--- config.mk ---
export PLATFORM = sky130hd
export DESIGN_NAME = audio_sample_gain_multiformat
export DESIGN_NICKNAME = d
export VERILOG_FILES = /design/src/hw/rtl/asg_pkg.sv /design/src/hw/rtl/audio_sample_gain_multiformat.sv
export SDC_FILE = /design/constraint.sdc
export NUM_CORES = 1
export LEC_CHECK = 0
export BUFFER_PORTS_ARGS = -buffer_cell sky130_fd_sc_hd__clkbuf_2
export CAP_MARGIN = 20
export CORE_AREA = 4 4 182 361
export CTS_CLUSTER_DIAMETER = 60
export DETAILED_ROUTE_END_ITERATION = 6
export DIE_AREA = 0 0 186 365
export GPL_ROUTABILITY_DRIVEN = 0
export SYNTH_ARGS = -nofsm -noshare
export SYNTH_HDL_FRONTEND = slang
export SYNTH_SLANG_ARGS = --single-unit
export TNS_END_PERCENT = 100
--- constraint.sdc ---
create_clock -name aclk -period 6.1 [get_ports aclk]
set_input_delay 0.305 -clock aclk [delete_from_list [all_inputs] [get_ports aclk]]
set_output_delay 0.305 -clock aclk [all_outputs]
set_load 0.005 [all_outputs]
--- src/hw/rtl/asg_pkg.sv ---
// Shared types and constants for the multiformat audio sample gain block.
`timescale 1ns / 1ps

package asg_pkg;

    // Fractional bits of the linear gain
    localparam int GAIN_FRAC_BITS = 16;
    localparam int GAIN_W         = 18;
    localparam int SAMPLE_W       = 16;
    localparam int CFG_INDEX_W    = 8;
    localparam int CFG_DATA_W     = 18;

    // Pipeline depth from input register to output register
    localparam int PIPE_DEPTH     = 6;
    localparam int INFLIGHT_W     = $clog2(PIPE_DEPTH + 1);

    // Operand, product, offset-sum and scaled-numerator widths
    localparam int OPND_W  = SAMPLE_W + 1;
    localparam int PROD_W  = OPND_W + GAIN_W + 1;
    localparam int MID_W   = SAMPLE_W + GAIN_FRAC_BITS + 1;
    localparam int SUM_W   = ((PROD_W > MID_W) ? PROD_W : MID_W) + 1;
    localparam int NUM_W   = SUM_W + SAMPLE_W + 1;
    localparam int QUO_W   = SAMPLE_W + 1;

    // Gain after reset: unity, cut to the register width
    localparam logic [GAIN_W-1:0] GAIN_RESET = GAIN_W'(64'd1 << GAIN_FRAC_BITS);

    // Sample formats
    typedef enum logic [1:0] {
        FMT_OFS8  = 2'd0,
        FMT_OFS16 = 2'd1,
        FMT_TC8   = 2'd2,
        FMT_TC16  = 2'd3
    } fmt_t;

    // Configuration register indexes
    localparam logic [CFG_INDEX_W-1:0] REG_FORMAT = CFG_INDEX_W'(0);
    localparam logic [CFG_INDEX_W-1:0] REG_GAIN   = CFG_INDEX_W'(1);

endpackage

--- src/hw/rtl/audio_sample_gain_multiformat.sv ---
// Top level of the multiformat audio sample gain pipeline.
//
//  channel | direction | handshake            | payload
//  --------+-----------+----------------------+------------------------------------
//  s_      | in        | s_valid / s_ready    | s_in_sample[15:0], s_in_last
//  m_      | out       | m_valid / m_ready    | m_out_sample[15:0], m_clipped, m_out_last
//  cfg_    | in        | cfg_valid / cfg_ready| cfg_index[7:0], cfg_data[17:0]
//
// One item per cycle sustained while m_ready is held high. A result is offered
// once its item has passed the six register stages (operand, multiply, offset
// add, scale, magnitude and shift, clamp).
// Each stage loads when it is empty or the stage after it moves, so bubbles
// close up and a stalled output still lets new items enter the empty stages.
// Synchronous active-low reset clears the valid bits and sets the two registers to FMT_OFS8 and unity gain.
// cfg_ready is always high; a write is taken in the cycle it is offered.
`timescale 1ns / 1ps

module audio_sample_gain_multiformat (
    input  logic                             aclk,
    input  logic                             aresetn,
    input  logic                             s_valid,
    output logic                             s_ready,
    input  logic [asg_pkg::SAMPLE_W-1:0]     s_in_sample,
    input  logic                             s_in_last,
    output logic                             m_valid,
    input  logic                             m_ready,
    output logic [asg_pkg::SAMPLE_W-1:0]     m_out_sample,
    output logic                             m_clipped,
    output logic                             m_out_last,
    input  logic                             cfg_valid,
    output logic                             cfg_ready,
    input  logic [asg_pkg::CFG_INDEX_W-1:0]  cfg_index,
    input  logic [asg_pkg::CFG_DATA_W-1:0]   cfg_data
);
    import asg_pkg::*;

    // Configuration registers
    fmt_t              format_reg;
    logic [GAIN_W-1:0] gain_reg;

    // Stage enables
    logic en1, en2, en3, en4, en5, en6;

    // Stage 1: signed operand
    logic                     v1_reg;
    fmt_t                     fmt1_reg;
    logic                     last1_reg;
    logic signed [OPND_W-1:0] opnd1_reg;
    logic signed [OPND_W-1:0] opnd1_next;

    // Stage 2: product with gain
    logic                     v2_reg;
    fmt_t                     fmt2_reg;
    logic                     last2_reg;
    logic signed [PROD_W-1:0] prod2_reg;

    // Stage 3: midpoint added back for offset formats
    logic                     v3_reg;
    fmt_t                     fmt3_reg;
    logic                     last3_reg;
    logic signed [SUM_W-1:0]  sum3_reg;
    logic signed [SUM_W-1:0]  sum3_next;

    // Stage 4: times 255 or 65535 for offset formats
    logic                     v4_reg;
    fmt_t                     fmt4_reg;
    logic                     last4_reg;
    logic signed [NUM_W-1:0]  num4_reg;
    logic signed [NUM_W-1:0]  num4_next;
    logic signed [NUM_W-1:0]  sum3_ext;

    // Stage 5: magnitude, shift, range flag
    logic                     v5_reg;
    fmt_t                     fmt5_reg;
    logic                     last5_reg;
    logic                     neg5_reg;
    logic                     big5_reg;
    logic [QUO_W-1:0]         quo5_reg;
    logic [NUM_W-1:0]         mag5;
    logic [NUM_W-1:0]         shf5;

    // Stage 6: clamp and pack
    logic                     m_valid_reg;
    logic [SAMPLE_W-1:0]      m_sample_reg;
    logic [SAMPLE_W-1:0]      m_sample_next;
    logic                     m_clip_reg;
    logic                     m_clip_next;
    logic                     m_last_reg;
    logic [QUO_W-1:0]         neg_quo;

    // Chain the enables back from the output register
    assign en6     = !m_valid_reg || m_ready;
    assign en5     = !v5_reg || en6;
    assign en4     = !v4_reg || en5;
    assign en3     = !v3_reg || en4;
    assign en2     = !v2_reg || en3;
    assign en1     = !v1_reg || en2;
    assign s_ready = en1;

    assign cfg_ready = 1'b1;

    // Write the configuration registers
    always_ff @(posedge aclk) begin
        if (!aresetn) begin
            format_reg <= FMT_OFS8;
            gain_reg   <= GAIN_RESET;
        end else if (cfg_valid) begin
            if (cfg_index == REG_FORMAT) begin
                format_reg <= fmt_t'(cfg_data[1:0]);
            end else if (cfg_index == REG_GAIN) begin
                gain_reg <= cfg_data[GAIN_W-1:0];
            end
        end
    end

    // Center offset samples, sign-extend two's complement samples
    always_comb begin
        case (format_reg)
            FMT_OFS8:  opnd1_next = $signed({9'd0, s_in_sample[7:0]}) - OPND_W'(128);
            FMT_OFS16: opnd1_next = $signed({1'b0, s_in_sample}) - OPND_W'(32768);
            FMT_TC8:   opnd1_next = OPND_W'($signed(s_in_sample[7:0]));
            default:   opnd1_next = OPND_W'($signed(s_in_sample));
        endcase
    end

    // Add the scaled midpoint back for offset formats
    always_comb begin
        case (fmt2_reg)
            FMT_OFS8:  sum3_next = SUM_W'(prod2_reg) + (SUM_W'(128) <<< GAIN_FRAC_BITS);
            FMT_OFS16: sum3_next = SUM_W'(prod2_reg) + (SUM_W'(32768) <<< GAIN_FRAC_BITS);
            default:   sum3_next = SUM_W'(prod2_reg);
        endcase
    end

    // Scale by 255 or 65535 as a shift and subtract
    assign sum3_ext = NUM_W'(sum3_reg);
    always_comb begin
        case (fmt3_reg)
            FMT_OFS8:  num4_next = (sum3_ext <<< 8) - sum3_ext;
            FMT_OFS16: num4_next = (sum3_ext <<< 16) - sum3_ext;
            default:   num4_next = sum3_ext;
        endcase
    end

    // Truncate toward zero: shift the magnitude
    assign mag5 = num4_reg[NUM_W-1] ? NUM_W'(-num4_reg) : NUM_W'(num4_reg);
    always_comb begin
        case (fmt4_reg)
            FMT_OFS8:  shf5 = mag5 >> (GAIN_FRAC_BITS + 8);
            FMT_OFS16: shf5 = mag5 >> (GAIN_FRAC_BITS + 16);
            default:   shf5 = mag5 >> GAIN_FRAC_BITS;
        endcase
    end

    // Saturate to the format range and pack the raw bits
    assign neg_quo = QUO_W'(-quo5_reg);
    always_comb begin
        m_sample_next = '0;
        m_clip_next   = 1'b0;
        case (fmt5_reg)
            FMT_OFS8: begin
                if (neg5_reg) begin
                    m_clip_next = big5_reg || (quo5_reg != '0);
                end else if (big5_reg || quo5_reg > QUO_W'(255)) begin
                    m_sample_next = SAMPLE_W'(255);
                    m_clip_next   = 1'b1;
                end else begin
                    m_sample_next = {8'd0, quo5_reg[7:0]};
                end
            end
            FMT_OFS16: begin
                if (neg5_reg) begin
                    m_clip_next = big5_reg || (quo5_reg != '0);
                end else if (big5_reg || quo5_reg > QUO_W'(65535)) begin
                    m_sample_next = SAMPLE_W'(65535);
                    m_clip_next   = 1'b1;
                end else begin
                    m_sample_next = quo5_reg[SAMPLE_W-1:0];
                end
            end
            FMT_TC8: begin
                if (neg5_reg) begin
                    if (big5_reg || quo5_reg > QUO_W'(128)) begin
                        m_sample_next = SAMPLE_W'(8'h80);
                        m_clip_next   = 1'b1;
                    end else begin
                        m_sample_next = {8'd0, neg_quo[7:0]};
                    end
                end else if (big5_reg || quo5_reg > QUO_W'(127)) begin
                    m_sample_next = SAMPLE_W'(8'h7F);
                    m_clip_next   = 1'b1;
                end else begin
                    m_sample_next = {8'd0, quo5_reg[7:0]};
                end
            end
            default: begin
                if (neg5_reg) begin
                    if (big5_reg || quo5_reg > QUO_W'(32768)) begin
                        m_sample_next = SAMPLE_W'(16'h8000);
                        m_clip_next   = 1'b1;
                    end else begin
                        m_sample_next = neg_quo[SAMPLE_W-1:0];
                    end
                end else if (big5_reg || quo5_reg > QUO_W'(32767)) begin
                    m_sample_next = SAMPLE_W'(16'h7FFF);
                    m_clip_next   = 1'b1;
                end else begin
                    m_sample_next = quo5_reg[SAMPLE_W-1:0];
                end
            end
        endcase
    end

    // Advance valid bits
    always_ff @(posedge aclk) begin
        if (!aresetn) begin
            v1_reg      <= 1'b0;
            v2_reg      <= 1'b0;
            v3_reg      <= 1'b0;
            v4_reg      <= 1'b0;
            v5_reg      <= 1'b0;
            m_valid_reg <= 1'b0;
        end else begin
            if (en1) v1_reg      <= s_valid;
            if (en2) v2_reg      <= v1_reg;
            if (en3) v3_reg      <= v2_reg;
            if (en4) v4_reg      <= v3_reg;
            if (en5) v5_reg      <= v4_reg;
            if (en6) m_valid_reg <= v5_reg;
        end
    end

    // Advance payload; hold while stalled
    always_ff @(posedge aclk) begin
        if (en1) begin
            fmt1_reg  <= format_reg;
            last1_reg <= s_in_last;
            opnd1_reg <= opnd1_next;
        end
        if (en2) begin
            fmt2_reg  <= fmt1_reg;
            last2_reg <= last1_reg;
            prod2_reg <= PROD_W'(opnd1_reg) * PROD_W'($signed({1'b0, gain_reg}));
        end
        if (en3) begin
            fmt3_reg  <= fmt2_reg;
            last3_reg <= last2_reg;
            sum3_reg  <= sum3_next;
        end
        if (en4) begin
            fmt4_reg  <= fmt3_reg;
            last4_reg <= last3_reg;
            num4_reg  <= num4_next;
        end
        if (en5) begin
            fmt5_reg  <= fmt4_reg;
            last5_reg <= last4_reg;
            neg5_reg  <= num4_reg[NUM_W-1];
            big5_reg  <= |shf5[NUM_W-1:QUO_W];
            quo5_reg  <= shf5[QUO_W-1:0];
        end
        if (en6) begin
            m_sample_reg <= m_sample_next;
            m_clip_reg   <= m_clip_next;
            m_last_reg   <= last5_reg;
        end
    end

    assign m_valid      = m_valid_reg;
    assign m_out_sample = m_sample_reg;
    assign m_clipped    = m_clip_reg;
    assign m_out_last   = m_last_reg;

endmodule

* After elaboration in Yosys (flattened, before gate mapping)
Cells that the tools add are included.
** Operators by class
- Add/sub/neg operators :: 8
- Multiply operators :: 1
- $lt $le $gt $ge :: 6
- Eq/ne operators :: 8
- Muxes and demuxes :: 27
- Bitwise operators :: 1
- Reductions and logical operators :: 29
** Operators with widths (count)
- case mux 54 bit (2 select lines) :: 1
- two-way mux 16 bit :: 6
- case mux 38 bit (2 select lines) :: 1
- case mux 37 bit (2 select lines) :: 1
- two-way mux 54 bit :: 1
- negation 54 bit :: 1
- subtractor 53 x 37 -> 54 bit :: 1
- case mux 17 bit (3 select lines) :: 1
- case mux 16 bit (3 select lines) :: 1
- subtractor 45 x 37 -> 46 bit :: 1
- adder 36 x 25 -> 37 bit (second input constant) :: 1
- adder 36 x 33 -> 37 bit (second input constant) :: 1
- OR reduction 37 bit :: 1
- multiplier 17 x 19 -> 36 bit :: 1
- > comparator 17 x 16 -> 1 bit (second input constant) :: 2
- > comparator 17 x 8 -> 1 bit (second input constant) :: 2
- two-way mux 8 bit :: 4
- > comparator 17 x 15 -> 1 bit (second input constant) :: 1
- > comparator 17 x 7 -> 1 bit (second input constant) :: 1
- nonzero test 17 bit :: 1
- subtractor 16 x 16 -> 17 bit (second input constant) :: 1
- negation 16 bit :: 1
- logical OR 1 bit :: 13
- == test 2 x 1 -> 1 bit (second input constant) :: 5
- 11 further kinds :: 30
** Storage, ports and cells
- Bits in registers :: 222
- Input port bits :: 48
- Output and inout bits :: 21
- Logic and storage cells :: 108

* Longest topological paths before layout
Gate-level depths: netlist of run 1.
- Depth after elaboration :: 7
- Gate-level depth with buffers :: 25

* Worst setup path after synthesis of run 1
Ideal clock, no wire load.
- Path kind :: reg-to-reg
- From :: reg opnd1_reg[15]
- To :: reg prod2_reg[32] (data pin)
- Setup time :: 260 ps
- Arrival :: 6159 ps
- Required time :: 5840 ps
- Path slack :: -319 ps
- Stages on the path, launching flop included :: 23
- Path through :: edfxtp_1 > clkbuf_1 > clkbuf_1 > inv_2 > nor2_1 > fa_1 > fa_1 > fa_1 > fa_1 > fa_1 > inv_1 > fa_1 > inv_1 > ha_1 > and3_1 > nand2_1 > or3_1 > o21bai_1 > a31oi_1 > a211oi_1 > a21o_1 > a21oi_1 > xnor2_1
** On the way
- Word-level cells in the longest chain between the ends :: 1
** RTL lines
- start: declaration :: RTL line audio_sample_gain_multiformat.sv:48 : logic signed [OPND_W-1:0] opnd1_reg;
- start signal: assignment :: RTL line audio_sample_gain_multiformat.sv:238 : opnd1_reg <= opnd1_next;
- multiplier 17 x 19 -> 36 bit :: RTL line audio_sample_gain_multiformat.sv:243 : prod2_reg <= PROD_W'(opnd1_reg) * PROD_W'($signed({1'b0, gain_reg}));
- end signal: assignment :: RTL line audio_sample_gain_multiformat.sv:243
- end: declaration :: RTL line audio_sample_gain_multiformat.sv:55 : logic signed [PROD_W-1:0] prod2_reg;
Every way passes these cells.
A chain may end at the register's enable or synchronous reset.

* Final worst setup path of run 1
- From :: reg opnd1_reg[7]
- To :: reg prod2_reg[29] (data pin)
Same word-level chain as after synthesis.

==> results of run 1 <==
## metal layers
metal  wire length [µm]  up-vias  GRT usage (%)
met2              40300      688           42.4
met5                  0        -              0
met4               6600        0           15.7
li1                   -     9510              -
met1              22100     9920           18.9
met3               2820      325           2.04
## synth_stat cells (all sizes together) (7+ instances only)
cell | number | share of area [%]
dfxtp | 26 | 2.1
a21boi | 10 | 0.30
clkbuf | 120 | 1.8
a221oi | 10 | 0.35
nor4 | 14 | 0.41
o21bai | 22 | 0.66
xnor2 | 85 | 3.0
and2 | 164 | 4.1
o21ai | 108 | 2.2
o21a | 15 | 0.45
and3 | 11 | 0.28
a21o | 85 | 2.6
a211oi | 28 | 0.84
o22ai | 12 | 0.30
nand4 | 32 | 0.80
a311oi | 7 | 0.34
inv | 372 | 5.6
o211ai | 14 | 0.42
edfxtp | 195 | 23
fa | 239 | 19
ha | 199 | 10
o31ai | 10 | 0.36
nand2 | 268 | 4.0
mux2i | 31 | 1.2
nand2b | 24 | 0.60
nor2 | 124 | 1.9
a21oi | 174 | 3.5
nor2b | 39 | 0.98
o311ai | 9 | 0.32
xor2 | 65 | 2.3
or2 | 12 | 0.30
a31oi | 26 | 0.74
nor3 | 29 | 0.58
or3 | 14 | 0.35
nand3 | 37 | 0.76
## through the flow
step	cell area, µm²	util (%)	power (mW)
final	28700	45.7	7.25
after global routing	28700	45.7	7.71
after CTS	28500	45.4	7.22
after detailed placement	26900	42.9	5.56
after global placement	26900	42.9	5.49
after floorplan	25000	-	4.63
## report_power, final
group / internal, mW / switching, mW
clock network: 0.884 / 0.694
logic: 1.33 / 1.91
registers: 2.06 / 0.373
total: 4.27 / 2.98
## cell families after synthesis
group | count (synthesis) | synth area share (%)
and+or+nand+nor | 791 | 15.9
AOI/OAI and AO/OA | 584 | 15.3
buffers and inverters | 498 | 7.51
adders and majority gates | 438 | 29.1
DFF | 221 | 25.5
xor gates and xnor gates | 150 | 5.26
muxes | 35 | 1.42
other | 1 | 0.0150
## path summary, 6_finish.rpt
path / from / end / depth (start not counted)
worst max-delay path: opnd1_reg[7] / prod2_reg[29] / 25
worst min-delay path: cfg_data[17] / gain_reg[17] / 3
worst max register to register: opnd1_reg[7] / prod2_reg[29] / 25
worst min register to register: fmt1_reg[0] / fmt2_reg[0] / 0
## worst min-delay path: cells and delay by family
| kind | cells | cell delay [ns] |
|---|---|---|
| AND/OR/NAND/NOR | 1 | 0.09 |
| buffers and inverters | 1 | 0.14 |
| multiplexers | 1 | 0.08 |
## layout make-up
class	count	area, µm²	share of cell area, %
antenna	1	2.50	0.00872
clock buffer	30	666	2.32
clock inverter	17	185	0.645
inverter	372	1400	4.87
multi-input combinational	1999	17200	59.9
sequential	221	6390	22.3
tap	792	991	3.45
timing repair buffer	250	1880	6.56
## timing repair
item,in CTS,in global routing
hold buffers,24,0
endpoints found under the hold margin,24,0
gates cloned,1,0
pin swaps,84,35
endpoints found under the setup margin,13,12
setup buffers,15,6
gates resized for setup,84,46
==> out/results.ini, run 1 <==
[synthesis]
async_sr_flop_fraction_pct = 0
synth-edff-count = 195
post_synth_num_cell_types = 87
synth.avg_cell_area_um2 = 9.19
ys_warn_count = 0
yosys_most_used_dff = sky130_fd_sc_hd__edfxtp_1
netlist_area_mm2 = 0.0250
ys_seq_area_share_pct = 25.5
postSynthCellCount = 2718
synth_fp_nets = 3204
yosys_register_bits = 221

[power]
vdd_drop_max_mv = 0.239
power.static_leakage_nw = 13.4
power-per-cell-area_mw_per_mm2 = 253

[die]
die_area_mm2 = 0.0679
placeableCoreArea_mm2 = 0.0628
rows = 130
design.portCount = 69
start_util_pct = 39.8
floorplan.die.width_um = 186
die_height_um = 365

[global_route]
grt_antenna_before_repair = 0
grt_pass1_vias = 22400
overall_fraction_of_global_route_tracks_in_use_pct = 21.2
grt_start_max_net_pins = 58
global_route.overflow_total = 0
first_pass_grt_wire_length_um = 114000

[place]
post-dp-hpwl_um = 59400
port_buffers = 67
dp_worst_setup_slack_ns = -0.600
place.detailed.instances = 3587

[clock_tree]
numClockSinks = 221
ctsHtreeMaxLevel = 1
clk_path_buf_depth = 3
worstSkewPairLatency_ns = 0.58
numCtsBuffers = 26
cts-root-buf = sky130_fd_sc_hd__clkbuf_16
cts_tree = yes
clkTransAtPathRegs_ns = 0.06

[setup_path]
critPathArrivalTime_ns = 6.46
timing_worst_setup_path_type = reg -> reg
cpMaxStageDelayCell = sky130_fd_sc_hd__fa_1
worst-r2r-setup-slack_ns = -0.03
cp_common_cell = sky130_fd_sc_hd__fa_1
cp.buffers_inverters = 8
critPathCaptureType = register
startpoint_types = register
worst_path_dominant_cell_family = adder cells
cp_slowest_stage_delay_ns = 0.54
worst-path-max-fanout = 7
critical_path_required_ns = 6.42

[sta]
finalHoldViolations = 0
setup_violations = 3
worst_hold_slack_ns = 0.0740
post-route-period-util_pct = 101
rsz_0062_raised_after_global_routing = true
layout_setup_ws_ns = -0.0317
slew_headroom_pct = 28.3
tightestPinTransition_ns = 1.06
achievable-frequency_mhz = 163
worst_clock_skew_ns = 0.0338
final.setup.tns_ns = -0.0447
period_minus_slack_ns = 6.13
final_max_slew_viol_count = 0

[run]
max-cap-violations = 0

[drt]
finalWirelength_um = 71800
first_iter_violations = 1111
antenna_violating_nets_post_route = 0
routed-via-count = 20400
post_drt_wl_per_cell_um = 19.5
dr.pass1.iters = 7
remaining_drc_errors = 2
vias_cell = 5.55

[outcome]
run_status = finished with violations
failed_checks = DRC, setup timing

[final_layout]
areaGrowthSynthToFinish_pct = 14.9
largest_reg_flops = 54
layout.cells.non_filler = 3682
layout.nets = 3356
layout.cells.most_common_list = 348 x sky130_fd_sc_hd__inv_1, 263 x sky130_fd_sc_hd__nand2_1, 233 x sky130_fd_sc_hd__fa_1
final_common_cell = sky130_fd_sc_hd__inv_1
drive_gt1_share_pct = 13.9
n_fill_cell = 5997

[worst_hold_path]
worst_hold_path_type = in -> reg

Note: power is estimated with default switching activity, not from simulation.
==> inputs of run 2 (changes only) <==
Clock period 6.1 ns to 5.1 ns, I/O delays scaled along.
==> out/results.ini, run 2 (synthesis results as in run 1) <==
[final_layout]
final_common_cell = sky130_fd_sc_hd__inv_1
areaGrowthSynthToFinish_pct = 17.0
layout.core_utilization_pct = 46.6
largest_reg_flops = 54
layout.nets = 3393
layout.cells.non_filler = 3720
drive_gt1_share_pct = 15.4
layout.cells.most_common_list = 349 x sky130_fd_sc_hd__inv_1, 263 x sky130_fd_sc_hd__nand2_1, 231 x sky130_fd_sc_hd__fa_1

[sta]
period_minus_slack_ns = 6.20
post-route-period-util_pct = 122
finalHoldViolations = 0
rsz_0062_raised_after_global_routing = true
tightestPinTransition_ns = 1.17
worst_clock_skew_ns = 0.0333
achievable-frequency_mhz = 161
layout_setup_ws_ns = -1.10
final_max_slew_viol_count = 0
final.setup.tns_ns = -16.66
setup_violations = 21
slew_headroom_pct = 21.4

[drt]
remaining_drc_errors = 0
antenna_violating_nets_post_route = 0
finalWirelength_um = 71100
first_iter_violations = 834
routed-via-count = 20500
vias_cell = 5.50
dr.pass1.iters = 6
post_drt_wl_per_cell_um = 19.1

[clock_tree]
clk_path_buf_depth = 3
ctsHtreeMaxLevel = 1
numClockSinks = 221
cts_tree = yes
clkTransAtPathRegs_ns = 0.06
numCtsBuffers = 26
worstSkewPairLatency_ns = 0.58
cts-root-buf = sky130_fd_sc_hd__clkbuf_16

[die]
rows = 130
die_height_um = 365
start_util_pct = 39.8
design.portCount = 69
floorplan.die.width_um = 186
die_area_mm2 = 0.0679
placeableCoreArea_mm2 = 0.0628

[place]
dp_worst_setup_slack_ns = -1.34
place.detailed.instances = 3619
port_buffers = 67
post-dp-hpwl_um = 58700

[global_route]
global_route.overflow_total = 0
grt_start_max_net_pins = 58
grt_antenna_before_repair = 0
overall_fraction_of_global_route_tracks_in_use_pct = 20.9
grt_pass1_vias = 22100
first_pass_grt_wire_length_um = 112000

[setup_path]
startpoint_types = register
critical_path_required_ns = 5.43
timing_worst_setup_path_type = reg -> reg
worst_path_dominant_cell_family = adder cells
cpMaxStageDelayCell = sky130_fd_sc_hd__fa_2
critPathArrivalTime_ns = 6.53
cp_slowest_stage_delay_ns = 0.52
cp.buffers_inverters = 9
worst-path-max-fanout = 5
cp_common_cell = sky130_fd_sc_hd__fa_1
critPathCaptureType = register

[worst_hold_path]
worst_hold_path_type = in -> reg

[outcome]
failed_checks = setup timing
run_status = finished with violations

[run]
max-cap-violations = 0

[power]
vdd_drop_max_mv = 0.280
power.static_leakage_nw = 13.7
power-per-cell-area_mw_per_mm2 = 300

==> run 2: power breakdown <==
part           switching (mW)  internal [mW]  leakage, nW  total, mW
combinational            2.26           1.62         10.8       3.88
clock                   0.832           1.11        0.426       1.94
sequential              0.469           2.47         2.39       2.94
==> run 2: layout make-up <==
| cell class | count | area [µm²] |
|---|---|---|
| multi-input cells | 1999 | 17300 |
| well taps | 792 | 991 |
| diodes | 1 | 2.50 |
| inverters | 372 | 1400 |
| repair buffers | 287 | 2280 |
| clock inverters | 14 | 134 |
| flip-flops and latches | 221 | 6390 |
| clock buffers | 34 | 754 |
| fillers | 6001 | 33500 |
==> run 2: worst paths after layout <==
path	startpoint	to	slack [ns]	cells past startpoint
hold reg to reg	prod2_reg[18]	sum3_reg[18]	0.41	0
hold / removal	m_ready	m_valid	0.04	3
setup reg to reg	opnd1_reg[7]	prod2_reg[33]	-1.10	26
setup / recovery	opnd1_reg[7]	prod2_reg[33]	-1.10	26
==> run 2: timing repair <==
item,4_1_cts,5_1_grt
setup endpoints to repair,25,26
hold buffers,29,0
hold endpoints to repair,29,0
gates resized for setup,45,59
setup buffers,11,15
pin swaps,62,49
==> run 2: worst register-to-register path, cell delays in order (launching register included) <==
cell                       delay (ns)
sky130_fd_sc_hd__edfxtp_1        0.45
sky130_fd_sc_hd__buf_12          0.18
sky130_fd_sc_hd__buf_6           0.13
sky130_fd_sc_hd__and2_4          0.15
sky130_fd_sc_hd__fa_2            0.52
sky130_fd_sc_hd__inv_2           0.04
sky130_fd_sc_hd__fa_2            0.34
sky130_fd_sc_hd__fa_1            0.48
sky130_fd_sc_hd__fa_1            0.51
sky130_fd_sc_hd__inv_2           0.04
sky130_fd_sc_hd__fa_1            0.49
sky130_fd_sc_hd__inv_1           0.05
sky130_fd_sc_hd__fa_1            0.49
sky130_fd_sc_hd__inv_2           0.05
sky130_fd_sc_hd__ha_4            0.21
sky130_fd_sc_hd__buf_4           0.13
sky130_fd_sc_hd__a21o_1          0.19
sky130_fd_sc_hd__a21oi_2         0.20
sky130_fd_sc_hd__o211ai_1        0.17
sky130_fd_sc_hd__o211ai_1        0.13
sky130_fd_sc_hd__buf_4           0.20
sky130_fd_sc_hd__o21ai_4         0.08
sky130_fd_sc_hd__buf_6           0.13
sky130_fd_sc_hd__o21a_1          0.19
sky130_fd_sc_hd__o21ai_2         0.18
sky130_fd_sc_hd__a21oi_2         0.08
sky130_fd_sc_hd__xor2_1          0.15
==> run 2: metrics by stage <==
| stage | hold slack, ns | power [mW] | area (µm²) |
|---|---|---|---|
| 4_1_cts | 0.0189 | 8.70 | 28900 |
| 3_3_place_gp | 0.403 | 6.60 | 27500 |
| 3_5_place_dp | 0.405 | 6.69 | 27500 |
| 5_1_grt | 0.0502 | 9.29 | 29200 |
| 2_1_floorplan | 0.354 | 5.57 | 25300 |
| 6_report | 0.0422 | 8.76 | 29200 |
==> run 2: layer usage <==
| layer | vias up | GRT usage [%] | share of wire, % | wire [µm] |
|---|---|---|---|---|
| li1 | 9581 | - | - | - |
| met1 | 9953 | 18.9 | 32 | 22600 |
| met2 | 624 | 42.2 | 57 | 40500 |
| met3 | 300 | 2.17 | 3.6 | 2570 |
| met4 | 0 | 13.8 | 7.6 | 5420 |
| met5 | - | 0 | 0 | 0 |
